`config.mk`:
```
export PLATFORM = sky130hd
export DESIGN_NAME = bounded_ordered_list_engine_unit
export DESIGN_NICKNAME = d
export VERILOG_FILES = /design/src/hdl/bole_pkg.sv /design/src/hdl/bole_mem.sv /design/src/hdl/bole_ctrl.sv /design/src/hdl/bounded_ordered_list_engine_unit.sv
export VERILOG_INCLUDE_DIRS = /design/src /design/src/hdl
export SDC_FILE = /design/constraint.sdc
export NUM_CORES = 2
export LEC_CHECK = 0
export ABC_AREA = 1
export ABC_CLOCK_PERIOD_IN_PS = 7500
export BUFFER_PORTS_ARGS = -buffer_cell sky130_fd_sc_hd__buf_2
export CORE_MARGIN = 2
export CORE_UTILIZATION = 55
export CTS_BUF_LIST = sky130_fd_sc_hd__clkbuf_4 sky130_fd_sc_hd__clkbuf_8 sky130_fd_sc_hd__clkbuf_16
export CTS_CLUSTER_DIAMETER = 50
export DETAILED_ROUTE_END_ITERATION = 12
export GPL_ROUTABILITY_DRIVEN = 1
export PLACE_DENSITY = 0.7
export SLEW_MARGIN = 20
export SYNTH_ARGS = -nofsm -noshare
export SYNTH_HDL_FRONTEND = slang
export SYNTH_SLANG_ARGS = --single-unit
export TNS_END_PERCENT = 100
```
`constraint.sdc`:
```
create_clock -name clk_i -period 7.5 [get_ports clk_i]
set_clock_uncertainty 0.2 [all_clocks]
set_input_delay 1.125 -clock clk_i [delete_from_list [all_inputs] [get_ports clk_i]]
set_output_delay 1.125 -clock clk_i [all_outputs]
set_load 0.1 [all_outputs]
```
`src/hdl/bounded_ordered_list_engine_unit_macros.svh`:
```
// Assertion macros of the ordered list engine RTL.
// Used by bole_ctrl, the file that carries concurrent checks; no other dependencies.
`ifndef BOUNDED_ORDERED_LIST_ENGINE_UNIT_MACROS_SVH
`define BOUNDED_ORDERED_LIST_ENGINE_UNIT_MACROS_SVH

// Same-cycle implication, off during reset
`define BOLE_ASSERT_NOW(label, clk, rst_n, ante, cons, msg) \
  label: assert property (@(posedge clk) disable iff (!rst_n) (ante) |-> (cons)) \
    else $error(msg);

// Next-cycle implication, off during reset
`define BOLE_ASSERT_NEXT(label, clk, rst_n, ante, cons, msg) \
  label: assert property (@(posedge clk) disable iff (!rst_n) (ante) |=> (cons)) \
    else $error(msg);

`endif

```
`src/hdl/bole_pkg.sv`:
```
// Shared constants, codes and types of the ordered list engine.
// No dependencies; imported by every module of the block.
`default_nettype none

package bole_pkg;

  localparam int CAPACITY = 64;
  localparam int DATA_W   = 32;
  localparam int CMD_W    = 3;
  localparam int POS_W    = 7;
  localparam int COUNT_W  = 7;
  localparam int IDX_W    = $clog2(CAPACITY);
  localparam int CNT_W    = $clog2(CAPACITY + 1);
  localparam int CMP_W    = (CNT_W > POS_W) ? CNT_W : POS_W;

  // Command codes
  localparam logic [CMD_W-1:0] CMD_INS_FRONT = 3'd0;
  localparam logic [CMD_W-1:0] CMD_INS_END   = 3'd1;
  localparam logic [CMD_W-1:0] CMD_INS_POS   = 3'd2;
  localparam logic [CMD_W-1:0] CMD_DEL_FRONT = 3'd3;
  localparam logic [CMD_W-1:0] CMD_DEL_END   = 3'd4;
  localparam logic [CMD_W-1:0] CMD_SEARCH    = 3'd5;

  typedef enum logic [1:0] {
    ST_OK     = 2'd0,
    ST_EMPTY  = 2'd1,
    ST_BADPOS = 2'd2,
    ST_FULL   = 2'd3
  } bole_status_e;

  // Storage port request from the sequencer
  typedef struct packed {
    logic              we;
    logic [IDX_W-1:0]  waddr;
    logic [DATA_W-1:0] wdata;
    logic [IDX_W-1:0]  raddr;
  } bole_mem_req_t;

  // Finished result handed to the output stage
  typedef struct packed {
    logic               done;
    bole_status_e       status;
    logic               found;
    logic [COUNT_W-1:0] count;
  } bole_res_t;

endpackage

`default_nettype wire

```
`src/hdl/bole_mem.sv`:
```
// List storage: one write port, one registered read port.
// Depends on bole_pkg for widths and the request struct.
`default_nettype none

module bole_mem import bole_pkg::*; (
  input  logic              clk_i,
  input  bole_mem_req_t     req_i,
  output logic [DATA_W-1:0] rd_data_o
);

  logic [DATA_W-1:0] mem [CAPACITY];
  logic [DATA_W-1:0] rd_data_q;

  // Write and registered read; a read of an address written in the same cycle returns the old entry
  always_ff @(posedge clk_i) begin
    if (req_i.we) begin
      mem[req_i.waddr] <= req_i.wdata;
    end
    rd_data_q <= mem[req_i.raddr];
  end

  assign rd_data_o = rd_data_q;

endmodule

`default_nettype wire

```
`src/hdl/bole_ctrl.sv`:
```
// Command sequencer: decodes a command, walks the stored entries one per
// cycle through the storage port, shifts or compares. Uses bole_pkg.
`default_nettype none

module bole_ctrl import bole_pkg::*; (
  input  logic                     clk_i,
  input  logic                     rst_ni,
  input  logic                     start_i,
  input  logic [CMD_W-1:0]         cmd_i,
  input  logic signed [DATA_W-1:0] value_i,
  input  logic [POS_W-1:0]         position_i,
  input  logic                     take_i,
  output logic                     idle_o,
  output bole_res_t                res_o,
  output bole_mem_req_t            mem_req_o,
  input  logic [DATA_W-1:0]        rd_data_i
);

  `include "bounded_ordered_list_engine_unit_macros.svh"

  localparam logic [1:0] S_IDLE = 2'd0;
  localparam logic [1:0] S_WALK = 2'd1;
  localparam logic [1:0] S_DONE = 2'd2;

  logic [1:0]         state_q, state_d;
  logic [CMD_W-1:0]   cmd_q, cmd_d;
  logic [DATA_W-1:0]  val_q, val_d;
  logic [IDX_W-1:0]   pos_q, pos_d;
  logic [CNT_W-1:0]   cnt_q, cnt_d;
  logic [IDX_W-1:0]   k_q, k_d;
  logic [CNT_W-1:0]   rem_q, rem_d;
  logic               up_q, up_d;
  logic               pend_q, pend_d;
  logic [IDX_W-1:0]   la_q, la_d;
  logic               found_q, found_d;
  bole_status_e       status_q, status_d;
  logic [CMP_W-1:0]   ins_pos;
  logic               is_ins;

  // Insert position for the three insert flavors
  always_comb begin
    case (cmd_i)
      CMD_INS_END: ins_pos = CMP_W'(cnt_q);
      CMD_INS_POS: ins_pos = CMP_W'(position_i);
      default:     ins_pos = '0;
    endcase
  end

  assign is_ins = (cmd_q == CMD_INS_FRONT) || (cmd_q == CMD_INS_END) ||
                  (cmd_q == CMD_INS_POS);

  // Sequencer
  always_comb begin
    state_d   = state_q;
    cmd_d     = cmd_q;
    val_d     = val_q;
    pos_d     = pos_q;
    cnt_d     = cnt_q;
    k_d       = k_q;
    rem_d     = rem_q;
    up_d      = up_q;
    pend_d    = pend_q;
    la_d      = la_q;
    found_d   = found_q;
    status_d  = status_q;
    mem_req_o = '0;
    case (state_q)
      S_IDLE: begin
        if (start_i) begin
          cmd_d    = cmd_i;
          val_d    = value_i;
          found_d  = 1'b0;
          status_d = ST_OK;
          pend_d   = 1'b0;
          state_d  = S_DONE;
          case (cmd_i)
            CMD_INS_FRONT, CMD_INS_END, CMD_INS_POS: begin
              if (cnt_q == CNT_W'(CAPACITY)) begin
                status_d = ST_FULL;
              end else if (ins_pos > CMP_W'(cnt_q)) begin
                status_d = ST_BADPOS;
              end else begin
                // shift entries pos..cnt-1 up by one, top first
                pos_d   = IDX_W'(ins_pos);
                rem_d   = cnt_q - CNT_W'(ins_pos);
                k_d     = IDX_W'(cnt_q - CNT_W'(1));
                up_d    = 1'b0;
                state_d = S_WALK;
              end
            end
            CMD_DEL_FRONT: begin
              if (cnt_q == '0) begin
                status_d = ST_EMPTY;
              end else begin
                // shift entries 1..cnt-1 down by one
                rem_d   = cnt_q - CNT_W'(1);
                k_d     = IDX_W'(1);
                up_d    = 1'b1;
                state_d = S_WALK;
              end
            end
            CMD_DEL_END: begin
              if (cnt_q == '0) begin
                status_d = ST_EMPTY;
              end else begin
                cnt_d = cnt_q - CNT_W'(1);
              end
            end
            CMD_SEARCH: begin
              rem_d   = cnt_q;
              k_d     = '0;
              up_d    = 1'b1;
              state_d = S_WALK;
            end
            default: begin
              state_d = S_DONE;
            end
          endcase
        end
      end
      S_WALK: begin
        // issue the next read
        if (rem_q != '0) begin
          mem_req_o.raddr = k_q;
          k_d    = up_q ? k_q + IDX_W'(1) : k_q - IDX_W'(1);
          rem_d  = rem_q - CNT_W'(1);
          pend_d = 1'b1;
          la_d   = k_q;
        end else begin
          pend_d = 1'b0;
        end
        // consume read data from the previous cycle
        if (pend_q) begin
          if (cmd_q == CMD_SEARCH) begin
            if (rd_data_i == val_q) begin
              found_d = 1'b1;
            end
          end else begin
            mem_req_o.we    = 1'b1;
            mem_req_o.waddr = up_q ? la_q - IDX_W'(1) : la_q + IDX_W'(1);
            mem_req_o.wdata = rd_data_i;
          end
        end
        // walk finished: store the new value or adjust the count
        if ((rem_q == '0) && !pend_q) begin
          state_d = S_DONE;
          if (is_ins) begin
            mem_req_o.we    = 1'b1;
            mem_req_o.waddr = pos_q;
            mem_req_o.wdata = val_q;
            cnt_d           = cnt_q + CNT_W'(1);
          end else if (cmd_q == CMD_DEL_FRONT) begin
            cnt_d = cnt_q - CNT_W'(1);
          end
        end
      end
      S_DONE: begin
        if (take_i) begin
          state_d = S_IDLE;
        end
      end
      default: begin
        state_d = S_IDLE;
      end
    endcase
  end

  always_ff @(posedge clk_i or negedge rst_ni) begin
    if (!rst_ni) begin
      state_q  <= S_IDLE;
      cnt_q    <= '0;
      pend_q   <= 1'b0;
      cmd_q    <= '0;
      val_q    <= '0;
      pos_q    <= '0;
      k_q      <= '0;
      rem_q    <= '0;
      up_q     <= 1'b0;
      la_q     <= '0;
      found_q  <= 1'b0;
      status_q <= ST_OK;
    end else begin
      state_q  <= state_d;
      cnt_q    <= cnt_d;
      pend_q   <= pend_d;
      cmd_q    <= cmd_d;
      val_q    <= val_d;
      pos_q    <= pos_d;
      k_q      <= k_d;
      rem_q    <= rem_d;
      up_q     <= up_d;
      la_q     <= la_d;
      found_q  <= found_d;
      status_q <= status_d;
    end
  end

  assign idle_o       = (state_q == S_IDLE);
  assign res_o.done   = (state_q == S_DONE);
  assign res_o.status = status_q;
  assign res_o.found  = found_q;
  assign res_o.count  = COUNT_W'(cnt_q);

  // Checks
  `BOLE_ASSERT_NOW(a_cnt_bound, clk_i, rst_ni, 1'b1, cnt_q <= CNT_W'(CAPACITY), "count above capacity")
  `BOLE_ASSERT_NOW(a_we_walk, clk_i, rst_ni, mem_req_o.we, state_q == S_WALK, "write outside walk")
  `BOLE_ASSERT_NOW(a_we_range, clk_i, rst_ni, mem_req_o.we, CNT_W'(mem_req_o.waddr) <= cnt_q, "write beyond list end")
  `BOLE_ASSERT_NEXT(a_start_busy, clk_i, rst_ni, start_i && idle_o, !idle_o, "idle right after a command")

endmodule

`default_nettype wire

```
`src/hdl/bounded_ordered_list_engine_unit.sv`:
```
// Top level of the ordered list engine: sequencer, list storage and the
// output register. Depends on bole_pkg, bole_ctrl and bole_mem.
//
//   channel | direction | handshake            | payload
//   --------+-----------+----------------------+-----------------------------
//   in      | input     | in_valid_i/in_ready_o | cmd_i, value_i, position_i
//   out     | output    | out_valid_o/out_ready_i | status_o, found_o, count_o
//
// A command that touches no entry (refused insert, delete from empty, delete
// end, unused code) goes straight from idle to done; any other command walks
// n entries: count - position for inserts, count - 1 for delete front, count
// for search. The walk reads through the single storage read port and then
// drains the last read. in_ready_o is high only while the sequencer is idle;
// a finished result waits in the sequencer while the output register is full
// and not being drained. Reset empties the list.
`default_nettype none

module bounded_ordered_list_engine_unit import bole_pkg::*; (
  input  logic                     clk_i,
  input  logic                     rst_ni,
  input  logic                     in_valid_i,
  output logic                     in_ready_o,
  input  logic [CMD_W-1:0]         cmd_i,
  input  logic signed [DATA_W-1:0] value_i,
  input  logic [POS_W-1:0]         position_i,
  output logic                     out_valid_o,
  input  logic                     out_ready_i,
  output logic [1:0]               status_o,
  output logic                     found_o,
  output logic [COUNT_W-1:0]       count_o
);

  bole_res_t          res;
  bole_mem_req_t      mem_req;
  logic [DATA_W-1:0]  rd_data;
  logic               idle;
  logic               take;
  logic               out_valid_q;
  bole_status_e       status_q;
  logic               found_q;
  logic [COUNT_W-1:0] count_q;

  assign take       = !out_valid_q || out_ready_i;
  assign in_ready_o = idle;

  bole_ctrl u_ctrl (
    .clk_i      (clk_i),
    .rst_ni     (rst_ni),
    .start_i    (in_valid_i),
    .cmd_i      (cmd_i),
    .value_i    (value_i),
    .position_i (position_i),
    .take_i     (take),
    .idle_o     (idle),
    .res_o      (res),
    .mem_req_o  (mem_req),
    .rd_data_i  (rd_data)
  );

  bole_mem u_mem (
    .clk_i     (clk_i),
    .req_i     (mem_req),
    .rd_data_o (rd_data)
  );

  // Output register: loads a finished result when free or being drained
  always_ff @(posedge clk_i or negedge rst_ni) begin
    if (!rst_ni) begin
      out_valid_q <= 1'b0;
      status_q    <= ST_OK;
      found_q     <= 1'b0;
      count_q     <= '0;
    end else begin
      if (res.done && take) begin
        out_valid_q <= 1'b1;
        status_q    <= res.status;
        found_q     <= res.found;
        count_q     <= res.count;
      end else if (out_ready_i) begin
        out_valid_q <= 1'b0;
      end
    end
  end

  assign out_valid_o = out_valid_q;
  assign status_o    = status_q;
  assign found_o     = found_q;
  assign count_o     = count_q;

endmodule

`default_nettype wire
```
==> results.rst <==
.. list-table::
   :header-rows: 1

   * - Metric
     - Value
   * - Result of the run
     - complete, no violations
   * - Number of buffers on the longest clock path
     - 3
   * - Count of clock tree sinks
     - between 2000 and 2500
   * - Syn Inst Count
     - 9003
   * - Number of placement rows
     - approximately 150
   * - Worst slack after detailed placement
     - 2.14 ns
   * - Antenna violations before repair
     - 8
   * - CP Data Arrival Time
     - about 6 ns
   * - Final #Nets
     - 8886
   * - Synthesized netlist net count
     - slightly above 9000
   * - Power Internal
     - roughly 28 mW
   * - CTS tree
     - done
   * - Most area-consuming cells after synthesis
     - sky130_fd_sc_hd__edfxtp_1, sky130_fd_sc_hd__nand3_1, sky130_fd_sc_hd__inv_1
   * - Post-detailed-routing wire length
     - 285000 um
   * - Asr flop ratio synth
     - just under 4%
   * - Min cycle time layout
     - 5.34 ns
   * - Pins Over Slew Limit
     - 0
   * - Highest clock frequency the design can meet
     - 0.187 GHz
   * - Worst Max-Slew Pin Slew
     - about 1.3 ns
   * - Share of total power in combinational logic
     - 39.3%
   * - Placed Cells incl. Taps
     - approximately 11000
   * - Sequential cell area in the final layout
     - around 64000 um^2
   * - Synth Register Bits
     - 2165
   * - Post-DR wirelength/cell
     - 25.1 um
   * - Final worst-path cycle share
     - a little under three quarters
   * - Remaining design rule violation count
     - 0
   * - Switching power
     - 19.7 mW
   * - Detailed-router iteration count before antenna repair
     - 6
   * - Critical path startpoint category
     - flip-flop
   * - PnR worst setup slack
     - 2.16 ns
   * - Net switching fraction of the power
     - 41.6%
   * - # setup viols final
     - 0
   * - Top cell type by total area after synthesis
     - sky130_fd_sc_hd__edfxtp_1
   * - Syn Std Cell Area
     - 96200 um^2
   * - IR Drop Worst-Case VDD
     - ~450 uV
   * - Hold-fix buffer count after cts
     - 1
   * - Critical-path maximum fanout
     - 196
   * - Clock-pin slew on the worst setup and hold paths
     - roughly 0.060 ns
   * - Number of CTS-inserted buffers
     - 221
   * - Clock insertion delay at the later pin of the skew report
     - between 0.8 and 0.9 ns
   * - Layout Area Growth over Synthesis
     - 10.4%
   * - Pin count of the biggest net entering global routing
     - 228
   * - Post-route total power
     - 47.5 mW
   * - Top-Level Pins
     - just under 60
   * - Count of buffers inserted at the top-level ports
     - 57
   * - Remaining number of nets flagged by the antenna check after routing
     - 0
   * - Worst slew margin
     - 15.3%
   * - Mean cell area of the mapped netlist
     - 10.7 um^2
   * - Overall fraction of global-route tracks in use
     - approximately a third
   * - Multi-input combinational cell area
     - 24500 um^2
   * - Max-cap viol count
     - 0
   * - Number of DRC markers after the initial detailed-route iteration
     - 10600
   * - Req. time, crit path
     - 8.10 ns
   * - Die Y-Extent
     - between 400 and 500 um
   * - Leakage component of the power
     - 41.9 nW
   * - Endpoint class of the critical path
     - flip-flop
   * - Flop2flop setup slack
     - 2.16 ns
   * - Clock group share of total power
     - a little under a quarter
   * - Startpoint-to-endpoint class of the critical path
     - flip-flop to flip-flop
   * - Vias per Instance
     - 6.08
   * - Final TNS setup
     - 0 ns
   * - Fill count
     - 13600
   * - Unique cell type count in the Yosys netlist
     - 49
   * - Number of flops mapped to enable cells by yosys
     - 2048
   * - Seq/Total Area, Yosys
     - between 60% and 70%
   * - H-tree lvl count
     - 4
   * - Wire length of the first global-routing pass
     - about 420000 um
   * - Vias
     - 68900
   * - Die span in x
     - 422 um
   * - Portion of synthesized cell area occupied by the leading cell type
     - roughly 64%
   * - Power per cell area
     - 447 nW/um^2
   * - Die area
     - 178000 um^2
   * - Gpl congestion
     - 0.911
   * - Post-CTS Setup Repair Bufs
     - 0
   * - Setup repair after global routing missed its margin
     - false
   * - Final global-route overflow total
     - 0
   * - Fraction of final layout cells sized beyond drive strength 1
     - between 10% and 20%
   * - Sequential group share of total power
     - between 30% and 40%
   * - Clock root buffer
     - sky130_fd_sc_hd__clkbuf_16
   * - Count of final hold-check violations
     - 0
   * - Number of warning messages in the yosys log
     - 0
   * - Commonest register cell after synthesis
     - sky130_fd_sc_hd__edfxtp_1
   * - Placeable core region
     - 174000 um^2
   * - CTS-repair resized insts
     - 0
   * - Starting density of the core
     - a little under three fifths
   * - Half-perimeter wire length of the detailed placement result
     - between 150000 and 200000 um
   * - Worst hold path type
     - primary input to flip-flop
   * - Layout Cells excl Fill
     - between 10000 and 15000
   * - Vias in the first global route
     - between 60000 and 70000
==> sequential cells by signal, summed over array words and instances, names as in the netlist <==
name	flops
u_ctrl.pend_q	1
u_mem.mem	2048
count_o	7
u_ctrl.cmd_q	3
u_ctrl.found_q	1
u_ctrl.up_q	1
u_ctrl.state_q	2
u_mem.rd_data_o	32
u_ctrl.la_q	6
out_valid_o	1
u_ctrl.k_q	6
u_ctrl.cnt_q	7
found_o	1
u_ctrl.rem_q	7
status_o	2
u_ctrl.pos_q	6
u_ctrl.status_q	2
u_ctrl.val_q	32
==> worst paths after layout <==
kind                                             start                      endpoint  depth (start not counted)
max                        u_ctrl.rem_q[0]$_DFFE_PN0P_   u_mem.rd_data_o[23]$_DFF_P_                         14
min                                        value_i[22]  u_ctrl.val_q[22]$_DFFE_PN0P_                          3
max reg2reg                u_ctrl.rem_q[0]$_DFFE_PN0P_   u_mem.rd_data_o[23]$_DFF_P_                         14
min reg2reg                 u_ctrl.found_q$_DFFE_PN0P_    u_ctrl.found_q$_DFFE_PN0P_                          2
max in group asynchronous                       rst_ni  u_ctrl.val_q[28]$_DFFE_PN0P_                          3
min in group asynchronous                       rst_ni   u_ctrl.rem_q[4]$_DFFE_PN0P_                          2
==> cell usage after synthesis, drive strengths merged (2+ instances only) <==
cell type  count
a21oi         48
o21ai        331
clkbuf       160
o221ai         2
dfrtp         85
xnor2          7
o211ai         2
nand3b         4
nand2        952
o2111ai        2
ha            19
nand3       1693
a31oi          2
nor2         742
dfxtp         32
or2          195
mux2           2
inv         1386
buf          473
nand4        747
xor2          22
edfxtp      2048
and3           2
nor3          10
clkinv         3
fa             3
o22ai         20
nor4           3
==> layer usage <==
| layer | vias to the layer above | part of all wire (%) | global-route usage [%] |
|---|---|---|---|
| met5 | - | 0.020 | 0 |
| met4 | 8 | 5.8 | 17.2 |
| met3 | 702 | 12 | 7.30 |
| met2 | 4220 | 45 | 47.3 |
| met1 | 33300 | 37 | 42.2 |
| li1 | 30700 | - | - |
==> placed cells by master (no fill, tap or decap), drive strengths merged, types with 3 or more instances in the layout <==
cell	Yosys	final
a21oi	48	48
buf	473	224
bufinv	0	18
clkbuf	160	287
clkinv	3	91
clkinvlp	0	6
dfrtp	85	85
dfxtp	32	32
diode	0	3
edfxtp	2048	2048
fa	3	3
ha	19	19
inv	1386	1399
nand2	952	952
nand3	1693	1693
nand3b	4	4
nand4	747	747
nor2	742	742
nor3	10	10
nor4	3	3
o21ai	331	331
o22ai	20	20
or2	195	195
xnor2	7	7
xor2	22	22
==> power groups by stage <==
stage / Sequential, mW / Combinational (mW) / Clock [mW]
finish: 17.7 / 18.7 / 11.1
global placement: 17.8 / 17.8 / 0
floorplan: 17.7 / 11.0 / 0
CTS: 17.6 / 18.2 / 11.2
global route: 17.8 / 19.8 / 11.6
detailed placement: 17.9 / 18.1 / 0
==> layout make-up <==
type                            instances  area share [%]
Sequential cell                      2165            60.5
Timing Repair Buffer                  225            1.78
Antenna cell                            3         0.00707
Clock inverter                        125            1.23
Clock buffer                          287            5.72
Multi-Input combinational cell       4816            23.1
Inverter                             1389            4.93
Tap cell                             2325            2.74
==> kinds of logic (layout without fill, tap and decap cells) <==
logic type               after synthesis  in the layout  synth area share, %
other                                  0              3                    0
XOR/XNOR                              29             29                0.264
AO/OA/AOI/OAI                        414            414                 2.23
multiplexers                           2              2               0.0234
buffers and inverters               2022           2026                 8.62
adder cells (fa/ha/maj)               22             22                0.309
AND/OR/NAND/NOR                     4349           4349                 21.8
flip-flops                          2165           2165                 66.8
==> per-stage QoR <==
stage / instance area, um^2 / util, % / hold slack, ns
3_5_place_dp: 98800 / 56.8 / 0.270
4_1_cts: 106000 / 61.1 / 0.207
5_1_grt: 106000 / 61.1 / 0.245
6_report: 106000 / 61.1 / 0.247
3_3_place_gp: 98700 / 56.8 / 0.262
2_1_floorplan: 96200 / - / 0.245
==> critical path: stages, from the launching register on <==
cell                      delay (ns)
sky130_fd_sc_hd__dfrtp_1        0.40
sky130_fd_sc_hd__inv_1          0.08
sky130_fd_sc_hd__ha_1           0.22
sky130_fd_sc_hd__inv_1          0.09
sky130_fd_sc_hd__nor2_2         0.13
sky130_fd_sc_hd__nand3_4        0.34
sky130_fd_sc_hd__nand3_4        0.45
sky130_fd_sc_hd__buf_12         0.69
sky130_fd_sc_hd__buf_4          0.85
sky130_fd_sc_hd__nand3_1        0.19
sky130_fd_sc_hd__nand3_1        0.13
sky130_fd_sc_hd__nand3_1        0.11
sky130_fd_sc_hd__nand3_1        0.22
sky130_fd_sc_hd__nand3_1        0.55
sky130_fd_sc_hd__nand2_1        0.23
Note: power is estimated with default switching activity, not from simulation.
